<file path="config.mk">
export PLATFORM = sky130hd
export DESIGN_NAME = battery_report_decoder
export DESIGN_NICKNAME = d
export VERILOG_FILES = /design/src/sv/brd_pkg.sv /design/src/sv/battery_report_decoder.sv
export VERILOG_INCLUDE_DIRS = /design/src /design/src/sv
export SDC_FILE = /design/constraint.sdc
export NUM_CORES = 1
export LEC_CHECK = 0
export BUFFER_PORTS_ARGS = -buffer_cell sky130_fd_sc_hd__buf_2
export CORE_MARGIN = 3
export CORE_UTILIZATION = 30
export CTS_BUF_LIST = sky130_fd_sc_hd__clkbuf_2 sky130_fd_sc_hd__clkbuf_4 sky130_fd_sc_hd__clkbuf_8
export DETAILED_ROUTE_END_ITERATION = 8
export SLEW_MARGIN = 20
export SYNTH_ARGS = -nofsm -noshare
export SYNTH_HDL_FRONTEND = slang
export SYNTH_SLANG_ARGS = --single-unit
</file>
<file path="constraint.sdc">
create_clock -name clk -period 7.2 [get_ports clk]
set_input_delay 0.72 -clock clk [delete_from_list [all_inputs] [get_ports clk]]
set_output_delay 0.72 -clock clk [all_outputs]
set_load 0.03 [all_outputs]
</file>
<file path="src/sv/assert_macros.svh">
// Assertion macros for the RTL of the battery report decoder.
`ifndef ASSERT_MACROS_SVH
`define ASSERT_MACROS_SVH

// Checked on every clock edge outside reset.
`define BRD_ASSERT(lbl, clk_sig, rst_sig, prop, msg) \
  lbl: assert property (@(posedge clk_sig) disable iff (rst_sig) prop) else $error(msg);

// Checked on every clock edge, reset cycles included.
`define BRD_ASSERT_ALWAYS(lbl, clk_sig, prop, msg) \
  lbl: assert property (@(posedge clk_sig) prop) else $error(msg);

`endif

</file>
<file path="src/sv/brd_pkg.sv">
// Types and constants of the battery report decoder.
`timescale 1ns / 1ps

package brd_pkg;

  // Reply formats.
  localparam logic [1:0] FMT_UNIFIED = 2'd0;
  localparam logic [1:0] FMT_PLAIN   = 2'd1;
  localparam logic [1:0] FMT_VOLTAGE = 2'd2;
  localparam logic [1:0] FMT_UNKNOWN = 2'd3;

  // Coarse charge levels.
  localparam logic [1:0] LVL_EMPTY  = 2'd0;
  localparam logic [1:0] LVL_LOW    = 2'd1;
  localparam logic [1:0] LVL_MEDIUM = 2'd2;
  localparam logic [1:0] LVL_FULL   = 2'd3;

  localparam logic [7:0] LVL_LOW_MIN    = 8'd20;
  localparam logic [7:0] LVL_MEDIUM_MIN = 8'd50;
  localparam logic [7:0] LVL_FULL_MIN   = 8'd80;
  localparam logic [7:0] PCT_MAX        = 8'd100;

  // Unified-format level codes and their percentages.
  localparam logic [7:0] CODE_FULL     = 8'd8;
  localparam logic [7:0] CODE_GOOD     = 8'd4;
  localparam logic [7:0] CODE_LOW      = 8'd2;
  localparam logic [7:0] CODE_CRITICAL = 8'd1;
  localparam logic [7:0] PCT_FULL      = 8'd90;
  localparam logic [7:0] PCT_GOOD      = 8'd50;
  localparam logic [7:0] PCT_LOW       = 8'd20;
  localparam logic [7:0] PCT_CRITICAL  = 8'd5;

  // Status codes 1 to 4 mean charging in the unified and plain formats.
  localparam logic [7:0] STATUS_CHG_MIN = 8'd1;
  localparam logic [7:0] STATUS_CHG_MAX = 8'd4;

  // Discharge curve points in millivolts.
  localparam logic [15:0] MV_P0 = 16'd4180;
  localparam logic [15:0] MV_P1 = 16'd4000;
  localparam logic [15:0] MV_P2 = 16'd3800;
  localparam logic [15:0] MV_P3 = 16'd3700;
  localparam logic [15:0] MV_P4 = 16'd3500;

  // Reciprocal multipliers. Each is exact after the shift over the range of its segment.
  localparam logic [13:0] RECIP_9  = 14'd57;   // x / 9  = (x * 57)  >> 9,  x < 180
  localparam logic [16:0] RECIP_20 = 17'd205;  // x / 20 = (x * 205) >> 12, x < 600
  localparam logic [15:0] RECIP_10 = 16'd205;  // x / 10 = (x * 205) >> 11, x < 300

  typedef struct packed {
    logic [7:0] percent;
    logic [1:0] charge_level;
    logic       charging;
    logic       valid_res;
  } res_t;

endpackage

</file>
<file path="src/sv/battery_report_decoder.sv">
// Battery report decoder: one reply in, one decoded result out.
// An accepted item is held in the input register and then in the result register,
// which drives the outputs until the result is taken.
// Throughput: one item per cycle while res_stall is low; each register holds one item.
// A stalled result holds while one more item is taken into the input register.
// Reset (synchronous, active high) empties both registers.
`timescale 1ns / 1ps

`include "assert_macros.svh"

module battery_report_decoder
  import brd_pkg::*;
(
  input  logic       clk,
  input  logic       rst,
  input  logic       req_valid,
  output logic       req_stall,
  input  logic [1:0] func,
  input  logic [7:0] reply_byte4,
  input  logic [7:0] reply_byte5,
  input  logic [7:0] reply_byte6,
  output logic       res_valid,
  input  logic       res_stall,
  output logic [7:0] percent,
  output logic [1:0] charge_level,
  output logic       charging,
  output logic       valid_res
);

  // Input register.
  logic       in_full;
  logic [1:0] in_func;
  logic [7:0] in_b4;
  logic [7:0] in_b5;
  logic [7:0] in_b6;

  // Result register.
  res_t res;

  logic res_load;
  logic in_load;

  assign res_load  = !(res_valid && res_stall);
  assign req_stall = in_full && !res_load;
  assign in_load   = req_valid && !req_stall;

  always_ff @(posedge clk) begin
    if (rst) begin
      in_full <= 1'b0;
    end else if (in_load) begin
      in_full <= 1'b1;
    end else if (res_load) begin
      in_full <= 1'b0;
    end
  end

  always_ff @(posedge clk) begin
    if (in_load) begin
      in_func <= func;
      in_b4   <= reply_byte4;
      in_b5   <= reply_byte5;
      in_b6   <= reply_byte6;
    end
  end

  // Voltage format: piecewise-linear map of millivolts to percent.
  logic [15:0] mv;
  logic [7:0]  d0, d1, d2, d3;
  logic [9:0]  x1;
  logic [8:0]  x2;
  logic [13:0] p0;
  logic [16:0] p1;
  logic [15:0] p2;
  logic [15:0] p3;
  logic [7:0]  volt_pct;

  assign mv = {in_b4, in_b5};
  assign d0 = 8'(mv - MV_P1);
  assign d1 = 8'(mv - MV_P2);
  assign d2 = 8'(mv - MV_P3);
  assign d3 = 8'(mv - MV_P4);
  assign x1 = {2'd0, d1} + {1'b0, d1, 1'b0};
  assign x2 = {1'b0, d2} + {d2, 1'b0};
  assign p0 = {6'd0, d0} * RECIP_9;
  assign p1 = {7'd0, x1} * RECIP_20;
  assign p2 = {7'd0, x2} * RECIP_10;
  assign p3 = {8'd0, d3} * RECIP_10;

  always_comb begin
    if (mv >= MV_P0) begin
      volt_pct = PCT_MAX;
    end else if (mv <= MV_P4) begin
      volt_pct = 8'd0;
    end else if (mv >= MV_P1) begin
      volt_pct = LVL_FULL_MIN + 8'(p0[13:9]);
    end else if (mv >= MV_P2) begin
      volt_pct = LVL_MEDIUM_MIN + 8'(p1[16:12]);
    end else if (mv >= MV_P3) begin
      volt_pct = LVL_LOW_MIN + 8'(p2[15:11]);
    end else begin
      volt_pct = 8'(p3[15:11]);
    end
  end

  // Format selection and result assembly.
  logic [7:0] code_pct;
  logic [7:0] pct;
  logic       chg;
  logic       ok;
  logic       status_chg;
  res_t       res_next;

  assign status_chg = (in_b6 >= STATUS_CHG_MIN) && (in_b6 <= STATUS_CHG_MAX);

  always_comb begin
    case (in_b5)
      CODE_FULL:     code_pct = PCT_FULL;
      CODE_GOOD:     code_pct = PCT_GOOD;
      CODE_LOW:      code_pct = PCT_LOW;
      CODE_CRITICAL: code_pct = PCT_CRITICAL;
      default:       code_pct = 8'd0;
    endcase
  end

  always_comb begin
    pct = 8'd0;
    chg = 1'b0;
    ok  = 1'b1;
    unique case (in_func)
      FMT_UNIFIED: begin
        pct = (in_b4 == 8'd0) ? code_pct : in_b4;
        chg = status_chg;
      end
      FMT_PLAIN: begin
        pct = in_b4;
        chg = status_chg;
      end
      FMT_VOLTAGE: begin
        pct = volt_pct;
        chg = in_b6[7];
      end
      FMT_UNKNOWN: begin
        ok = 1'b0;
      end
      default: begin
        ok = 1'b0;
      end
    endcase
    if (pct > PCT_MAX) begin
      ok = 1'b0;
    end

    res_next = '0;
    if (ok) begin
      res_next.percent   = pct;
      res_next.charging  = chg;
      res_next.valid_res = 1'b1;
      if (pct >= LVL_FULL_MIN) begin
        res_next.charge_level = LVL_FULL;
      end else if (pct >= LVL_MEDIUM_MIN) begin
        res_next.charge_level = LVL_MEDIUM;
      end else if (pct >= LVL_LOW_MIN) begin
        res_next.charge_level = LVL_LOW;
      end else begin
        res_next.charge_level = LVL_EMPTY;
      end
    end
  end

  always_ff @(posedge clk) begin
    if (rst) begin
      res_valid <= 1'b0;
    end else if (res_load) begin
      res_valid <= in_full;
    end
  end

  always_ff @(posedge clk) begin
    if (res_load) begin
      res <= res_next;
    end
  end

  assign percent      = res.percent;
  assign charge_level = res.charge_level;
  assign charging     = res.charging;
  assign valid_res    = res.valid_res;

  `BRD_ASSERT_ALWAYS(a_reset_empties, clk, rst |=> !res_valid && !in_full,
                     "reset left an item in the pipeline")
  `BRD_ASSERT(a_invalid_zero, clk, rst,
              res_valid && !valid_res |-> percent == 8'd0 && charge_level == LVL_EMPTY
              && !charging, "invalid result carries nonzero fields")
  `BRD_ASSERT(a_valid_range, clk, rst, res_valid && valid_res |-> percent <= PCT_MAX,
              "valid result above full scale")
  `BRD_ASSERT(a_level_full, clk, rst,
              res_valid && valid_res && percent >= LVL_FULL_MIN |-> charge_level == LVL_FULL,
              "charge level disagrees with percent")

endmodule
</file>
## Word-level counts from Yosys, hierarchy flattened

Index checks and enable logic that the tools add are counted.

- Eq/ne operators: 8
- Reduce and logical (&&, ||, !) cells: 8
- Multiplexer cells: 17
- Multipliers: 4
- $lt $le $gt $ge: 11
- Add/subtract/negate cells: 9

Operator list:

| kind | count |
|---|---|
| $ge A16 B12 Y1 const B | 3 |
| $mux W8 | 4 |
| $pmux W7 S4 | 1 |
| $pmux W8 S3 | 1 |
| $sub A8 B8 Y8 const B | 3 |
| $mul A10 B8 Y17 const B | 1 |
| $ge A16 B13 Y1 const B | 1 |
| $le A16 B12 Y1 const B | 1 |
| $mul A8 B8 Y16 const B | 1 |
| $mul A9 B8 Y16 const B | 1 |
| $mul A8 B6 Y14 const B | 1 |
| $add A8 B9 Y10 | 1 |
| $add A8 B9 Y9 | 1 |
| $add A7 B5 Y8 const A | 1 |
| $eq A8 B1 Y1 const B | 1 |
| $eq A8 B2 Y1 const B | 1 |
| $eq A8 B3 Y1 const B | 1 |
| $eq A8 B4 Y1 const B | 1 |
| $ge A8 B1 Y1 const B | 1 |
| $ge A8 B5 Y1 const B | 1 |
| $ge A8 B6 Y1 const B | 1 |
| $ge A8 B7 Y1 const B | 1 |
| $gt A8 B7 Y1 const B | 1 |
| $le A8 B3 Y1 const B | 1 |
| 16 further kinds | 26 |

- Input bits: 30
- Register bits after elaboration: 40

## Depth between registers and ports, before layout

Gate-level depths: netlist (run 1).

- Depth after elaboration: 14
- Depth in mapped cells: 35
- Gate-level depth less buffers: 33

## Worst setup path before layout (run 1)

OpenSTA, ideal clock, no wires.

- Path kind: register to register
- Start: register in_b5[3]
- End: register res (netlist bit charge_level[0]), data pin
- Period minus slack after synthesis: 7318 ps
- Setup slack: -118 ps
- Required time: 7033 ps
- Library setup time: 167 ps
- Arrival time: 7150 ps
- Cell stages (with the launch flop): 34
- Buffers on the path: 2
- Path through: edfxtp_1 > clkbuf_1 > inv_1 > ha_1 > a21oi_2 > o21a_1 > nor2_1 > ha_1 > inv_1 > nor3_1 > a221oi_1 > nand3_2 > ha_1 > inv_1 > fa_1 > inv_1 > fa_1 > inv_1 > fa_1 > inv_1 > ha_1 > o21a_1 > o21ai_0 > o31ai_1 > xor2_1 > ha_1 > nand2b_1 > nand2_1 > a21oi_1 > a21oi_1 > nand3_1 > a211o_1 > buf_2 > a221oi_2

- Longest elaborated chain between the ends: 14
- Elaborated cells on any way between the ends: 38
- Those cells by class: add/sub: 9; mul: 4; order compare: 9; eq/ne: 4; mux: 12

RTL lines:

| element | RTL line | RTL |
|---|---|---|
| start: declaration | battery_report_decoder.sv:34 | `logic [7:0] in_b5;` |
| start signal: assignment | battery_report_decoder.sv:61 | `in_b5 <= reply_byte5;` |
| $sub A8 B7 Y8 | battery_report_decoder.sv:80 | `assign d2 = 8'(mv - MV_P3);` |
| $add A8 B9 Y9 | battery_report_decoder.sv:83 | `assign x2 = {1'b0, d2} + {d2, 1'b0};` |
| $mul A9 B8 Y16 | battery_report_decoder.sv:86 | `assign p2 = {7'd0, x2} * RECIP_10;` |
| $add A5 B5 Y6 | battery_report_decoder.sv:99 | `volt_pct = LVL_LOW_MIN + 8'(p2[15:11]);` |
| $mux W6 | battery_report_decoder.sv:98 | `end else if (mv >= MV_P3) begin` |
| $mux W7 | battery_report_decoder.sv:96 | `end else if (mv >= MV_P2) begin` |
| $mux W8 | battery_report_decoder.sv:94 | `end else if (mv >= MV_P1) begin` |
| $mux W8 | battery_report_decoder.sv:92 | `end else if (mv <= MV_P4) begin` |
| $mux W8 | battery_report_decoder.sv:90 | `if (mv >= MV_P0) begin` |
| $pmux W8 S3 * | battery_report_decoder.sv:129 | `unique case (in_func)` |
| $ge A8 B5 Y1 | battery_report_decoder.sv:162 | `end else if (pct >= LVL_LOW_MIN) begin` |
| $mux W1 | battery_report_decoder.sv:162 |  |
| $mux W2 | battery_report_decoder.sv:160 | `end else if (pct >= LVL_MEDIUM_MIN) begin` |
| $mux W2 | battery_report_decoder.sv:158 | `if (pct >= LVL_FULL_MIN) begin` |
| end signal: assignment | battery_report_decoder.sv:180 | `res <= res_next;` |
| end: declaration | battery_report_decoder.sv:38 | `res_t res;` |

Every way passes the cells marked *; elsewhere a longest branch is shown, timed or not.
A chain may end at the register's enable or synchronous reset.

## Worst setup path after layout (run 1)

- Start: register in_b5[4]
- End: register res (netlist bit charging), data pin

- Longest elaborated chain between the ends: 12
- Elaborated cells on any way between the ends: 32
- Those cells by class: add/sub: 9; mul: 4; order compare: 6; eq/ne: 4; mux: 9

RTL lines:

| element | RTL line | RTL |
|---|---|---|
| $sub A8 B7 Y8 | battery_report_decoder.sv:80 |  |
| $add A8 B9 Y9 | battery_report_decoder.sv:83 |  |
| $mul A9 B8 Y16 | battery_report_decoder.sv:86 |  |
| $add A5 B5 Y6 | battery_report_decoder.sv:99 |  |
| $mux W6 | battery_report_decoder.sv:98 |  |
| $mux W7 | battery_report_decoder.sv:96 |  |
| $mux W8 | battery_report_decoder.sv:94 |  |
| $mux W8 | battery_report_decoder.sv:92 |  |
| $mux W8 | battery_report_decoder.sv:90 |  |
| $pmux W8 S3 * | battery_report_decoder.sv:129 |  |
| $gt A8 B7 Y1 * | battery_report_decoder.sv:149 | `if (pct > PCT_MAX) begin` |
| $mux W1 * | battery_report_decoder.sv:149 |  |

Marks and branches as above.

==> results.json, run 1 <==
{
  "fmax_mhz": 143,
  "multi_input_area_um2": 5980,
  "area_growth_syn_to_layout_pct": 20.2,
  "wl_per_cell_um": 14.4,
  "fill_cells": 2370,
  "grtUsageTotal": 0.129,
  "die_w_um": 163,
  "hold_depth": 2,
  "clock_tree.buffer_depth": 2,
  "fp.coreArea_um2": 23900,
  "hold_viol_final": 0,
  "grt_max_degree": 27,
  "syn_avg_cell_area_um2": 9.48,
  "drive_gt1_frac": 0.205,
  "synth_edf_count": 38,
  "clkSinkCount": 40,
  "post-route-period-util": 0.973,
  "clk_pin_slew_ns": 0.08,
  "cts_hold_buf": 0,
  "totalWireLength_um": 17400,
  "antenna_cells": 0,
  "yosys_warnings": 0,
  "cts_tree": "built",
  "ant_nets": 0,
  "arrival_ns": 7.16,
  "synth_seq_area_share": 0.160,
  "cts-root-buf": "clkbuf_8",
  "rrSetupSlack_ns": 0.19,
  "vias": 5823,
  "crit_fanout": 8,
  "slowest_delay_ns": 0.56,
  "dp.cells": 1175,
  "wl_met2_um": 8830,
  "cp.required_ns": 7.36,
  "port_buffers": 43,
  "remaining_drc_errors": 0,
  "ys_seq_elements": 40,
  "start_kind": "flip-flop",
  "skew_ns": 0.00727,
  "finalSetupViolCount": 0,
  "hp-class": "flip-flop to flip-flop",
  "cts_buffers": 5,
  "antenna_found_initial": 0,
  "status": "completed",
  "dr.max_layer_used": "met4",
  "cts.htree.levels": 2,
  "async_reset_ff_frac": 0,
  "maxSlewViolCount": 0,
  "gp_congestion": 0.865,
  "r2r_cells": 31,
  "synth_area_um2": 7400,
  "grt_pass1_vias": 5914,
  "fin_ws_ns": 0.194,
  "tightest_slew_ns": 0.841,
  "hpwlAfterDp_um": 14700,
  "fin_hold_ws_ns": 0.463,
  "clock_latency_ns": 0.29,
  "dieArea_um2": 26600,
  "die_height_um": 163,
  "num_io_pins": 44,
  "synth_top_flop_cell": "edfxtp_1",
  "postSynthCellCount": 781,
  "reg2reg_from": "in_b5[4]",
  "wl_met3_um": 610,
  "cap_violations": 0,
  "start_util": 0.310,
  "drtIter0Drc": 263,
  "dp_slack_ns": -0.105,
  "yosysUniqueCellTypes": 78,
  "syn_nets": 1035,
  "max-slew-margin-rel": 0.434,
  "crit_path_end_kind": "flip-flop",
  "holdCritStartpoint": "in_full",
  "rows": 56,
  "regArea_um2": 1180,
  "finalNetCount": 1142,
  "slowest_stage": "edfxtp_1",
  "fin_cells": 1208,
  "min_period_ns": 7.01,
  "viasPerCell": 4.82,
  "grt_pass1_wl_um": 28200,
  "r2r_end": "charging",
  "overflow": 0,
  "hold-path-endpoint": "res_valid",
  "wl_met1_um": 7800,
  "firstDrtPassIters": 7,
  "worst-setup-path-type": "flip-flop to flip-flop"
}
==> per-layer routing <==
| metal | vias to the layer above | track usage |
|---|---|---|
| li1 | 2939 | - |
| met1 | 2747 | 0.170 |
| met2 | 119 | 0.234 |
| met3 | 18 | 0.0122 |
| met4 | 0 | 0.0165 |
| met5 | - | 0 |
==> repair_timing <==
item	CTS	global route
setup endpoints to repair	9	11
setup buffers	1	24
resized for setup	5	56
pin swaps	1	31
==> cell usage in the layout, fill, tap and decap left out, types with 10 or more instances in the layout <==
| cell | instances |
|---|---|
| a21o_1 | 10 |
| a21oi_1 | 26 |
| a31oi_1 | 10 |
| buf_2 | 43 |
| buf_4 | 61 |
| edfxtp_1 | 38 |
| fa_1 | 49 |
| ha_1 | 166 |
| inv_1 | 133 |
| nand2_1 | 28 |
| nand2b_1 | 10 |
| nor2_1 | 42 |
| nor3_1 | 15 |
| o21a_1 | 11 |
| o21ai_0 | 19 |
| xnor2_1 | 28 |
| xor2_1 | 25 |
==> cell usage after synthesis, drive strengths merged, types with 8 or more instances <==
| cell type | instances | share of area |
|---|---|---|
| o21a | 11 | 0.011 |
| inv | 138 | 0.070 |
| nand3 | 10 | 0.0081 |
| ha | 175 | 0.30 |
| fa | 49 | 0.13 |
| o21ai | 26 | 0.018 |
| xnor2 | 37 | 0.047 |
| nor3 | 18 | 0.012 |
| a21o | 10 | 0.010 |
| edfxtp | 38 | 0.15 |
| a31oi | 11 | 0.0093 |
| nand2 | 28 | 0.014 |
| nor2b | 8 | 0.0068 |
| nor2 | 43 | 0.023 |
| a21oi | 37 | 0.027 |
| xor2 | 26 | 0.031 |
| nand2b | 10 | 0.0085 |
==> cell families after synthesis <==
group	count (synthesis)	share of synthesized area
other	1	0.000507
adders and majority gates	224	0.428
DFF	40	0.160
muxes	4	0.00541
and+or+nand+nor	150	0.106
buffers and inverters	146	0.0750
xor gates and xnor gates	63	0.0781
AOI/OAI and AO/OA	153	0.147
==> flip-flops by register name, indices dropped and copies added (netlist names) <==
| signal | cells |
|---|---|
| charge_level | 2 |
| charging | 1 |
| in_b4 | 8 |
| in_b5 | 8 |
| in_b6 | 8 |
| in_full | 1 |
| in_func | 2 |
| percent | 8 |
| res_valid | 1 |
| valid_res | 1 |
==> how the worst max path moves through the flow <==
| stage | cells past startpoint | end | slack, ns | startpoint |
|---|---|---|---|---|
| after global placement | 31 | charge_level[0] | -0.06 | in_b5[3] |
| after CTS | 30 | charge_level[0] | 0.01 | in_b5[4] |
| after floorplan | 30 | charge_level[0] | 0.01 | in_b5[2] |
| after global routing | 31 | charge_level[0] | -0.09 | in_b5[3] |
| after detailed placement | 31 | charge_level[0] | -0.11 | in_b5[3] |
| final | 31 | charging | 0.19 | in_b5[4] |
==> worst max-delay path: cells and delay by family (launching register included) <==
kind,cells,cell delay (ns)
fa+ha+maj,8,2.72
compound gates,7,1.42
simple gates,7,0.96
buf+inv,7,0.69
flops,1,0.56
xor+xnor,2,0.54
==> metrics by stage <==
step	cell area, µm²	TNS, ns	utilization
after floorplan	7410	0	-
after global placement	8290	-0.0691	0.347
after detailed placement	8290	-0.165	0.347
after CTS	8410	0	0.352
after global routing	8900	-0.182	0.372
final	8900	0	0.372
==> final cells by class <==
type	instances	share of cell area
Clock buffer	6	0.00858
Timing Repair Buffer	108	0.0817
Multi-Input combinational cell	595	0.672
Clock inverter	2	0.00141
Inverter	138	0.0582
Sequential cell	40	0.133
Tap cell	319	0.0449
Power of run 1 is not shown: default switching activity piles up to over one toggle a cycle in this logic, so the estimate is an artifact.
==> inputs of run 2 (changes only) <==
Settings changed: GPL_TIMING_DRIVEN set to 0.
==> run 2 against run 1 <==
  * Via count rose by 1.6%
  * Sequential share of layout area shrank 0.73 points
  * Die area did not move
  * Routed wire length is 2.4% higher
  * Final area grew 5.8%
  * Sequential cell count did not move
  * First-iteration DRC count up 13%
  * Maximum frequency is 0.29% lower
  * Clock skew down 0.0052 ns
  * Utilization increased by 2.2 points
==> results.json, run 2 (synthesized netlist as in run 1, its figures left out) <==
{
  "vias": 5918,
  "final_cell_mix": "ha_1, inv_1, buf_4, fa_1, buf_2",
  "totalWireLength_um": 17800,
  "clock_latency_ns": 0.28,
  "cap_violations": 0,
  "maxSlewViolCount": 0,
  "gp_congestion": 0.878,
  "tightest_slew_ns": 1.10,
  "die_height_um": 163,
  "crit_path_end_kind": "flip-flop",
  "hold_viol_final": 0,
  "post-route-period-util": 0.976,
  "arrival_ns": 7.14,
  "clk_pin_slew_ns": 0.08,
  "fin_util": 0.394,
  "fp.coreArea_um2": 23900,
  "antenna_found_initial": 0,
  "num_io_pins": 44,
  "cp.required_ns": 7.31,
  "port_buffers": 43,
  "r2r_end": "charge_level[0]",
  "start_util": 0.310,
  "fmax_mhz": 142,
  "area_growth_syn_to_layout_pct": 27.2,
  "crit_top_cell": "ha_1",
  "cts_buffers": 5,
  "start_kind": "flip-flop",
  "max-slew-margin-rel": 0.262,
  "grt_max_degree": 27,
  "ant_nets": 0,
  "slowest_delay_ns": 0.54,
  "drive_gt1_frac": 0.253,
  "r2r_cells": 29,
  "die_w_um": 163,
  "clkSinkCount": 40,
  "fill_cells": 2277,
  "grtUsageTotal": 0.129,
  "fin_ws_ns": 0.173,
  "rows": 56,
  "hold_depth": 2,
  "min_period_ns": 7.03,
  "dieArea_um2": 26600,
  "finalNetCount": 1153,
  "hp-class": "flip-flop to flip-flop",
  "crit_fanout": 5,
  "grt_pass1_vias": 5766,
  "cts-root-buf": "clkbuf_8",
  "antenna_cells": 0,
  "reg2reg_from": "in_b5[3]",
  "hold-path-endpoint": "res_valid",
  "wl_per_cell_um": 14.6,
  "viasPerCell": 4.85,
  "status": "completed",
  "remaining_drc_errors": 0,
  "holdCritStartpoint": "in_full",
  "clock_tree.buffer_depth": 2,
  "hpwlAfterDp_um": 13500,
  "drtIter0Drc": 297,
  "skew_ns": 0.00209,
  "worst-setup-path-type": "flip-flop to flip-flop",
  "overflow": 0,
  "cts_hold_buf": 0,
  "slowest_stage": "fa_1",
  "cts.htree.levels": 2,
  "rrSetupSlack_ns": 0.17,
  "firstDrtPassIters": 5,
  "fin_hold_ws_ns": 0.462,
  "grt_pass1_wl_um": 28400,
  "dp_slack_ns": -1.30,
  "cts_tree": "built",
  "final_common_cell": "ha_1",
  "finalSetupViolCount": 0
}
==> run 2: changes by cell type in the layout (fill, tap and decap cells not counted), moves of 3 or more <==
cell,before,now
inv_4,0,3
buf_2,43,47
ha_4,7,16
xnor2_1,28,23
ha_1,166,157
buf_6,3,6
xnor2_4,2,6
inv_1,133,128
buf_12,1,4
nor2_1,42,39
a21oi_4,3,6
==> run 2: worst max-delay path: cells and delay by family (launching register included) <==
kind                     cells  cell delay, ns
buffers and inverters        7            0.84
AO/OA/AOI/OAI                7            1.65
AND/OR/NAND/NOR              4            0.43
adder cells (fa/ha/maj)      8            2.68
XOR/XNOR                     3            0.76
flip-flops                   1            0.46
==> run 2: how the worst max path moves through the flow <==
| stage | from | endpoint | slack [ns] | cells past startpoint |
|---|---|---|---|---|
| floorplan | in_b5[2] | charge_level[0] | 0.01 | 30 |
| global placement | in_b5[2] | charge_level[0] | -1.39 | 30 |
| detailed placement | in_b5[2] | charge_level[0] | -1.30 | 30 |
| CTS | in_b5[3] | charge_level[1] | 0.005 | 30 |
| global route | in_b5[3] | charge_level[0] | -0.1 | 32 |
| finish | in_b5[3] | charge_level[0] | 0.17 | 29 |
==> run 2: per-stage QoR <==
stage	instances	TNS, ns	area [µm²]
finish	1219	0	9410
global route	1219	-0.327	9410
global placement	1143	-13.10	8030
detailed placement	1143	-12.54	8030
CTS	1178	0	8600
floorplan	781	0	7410
==> run 2: final cells by class <==
type / instances / area, µm² / share of cell area
Timing Repair Buffer: 111 / 788 / 0.0837
Clock inverter: 3 / 42.5 / 0.00452
Multi-Input combinational cell: 595 / 6340 / 0.674
Buffer: 8 / 60.1 / 0.00638
Tap cell: 319 / 399 / 0.0424
Clock buffer: 5 / 68.8 / 0.00731
Inverter: 138 / 533 / 0.0566
Sequential cell: 40 / 1180 / 0.125
==> run 2: layer usage <==
metal  GRT usage  wire length, µm
met1       0.185             8360
met2       0.212             8350
met3      0.0101              680
met4      0.0261              410
met5           0                0
==> run 2: repair_timing <==
action | CTS | global route
gates cloned | 0 | 1
buffers inserted | 27 | 41
pin swaps | 16 | 68
endpoints found under the setup margin | 11 | 11
resized for setup | 45 | 80
Power of run 2 is left out for the same reason.
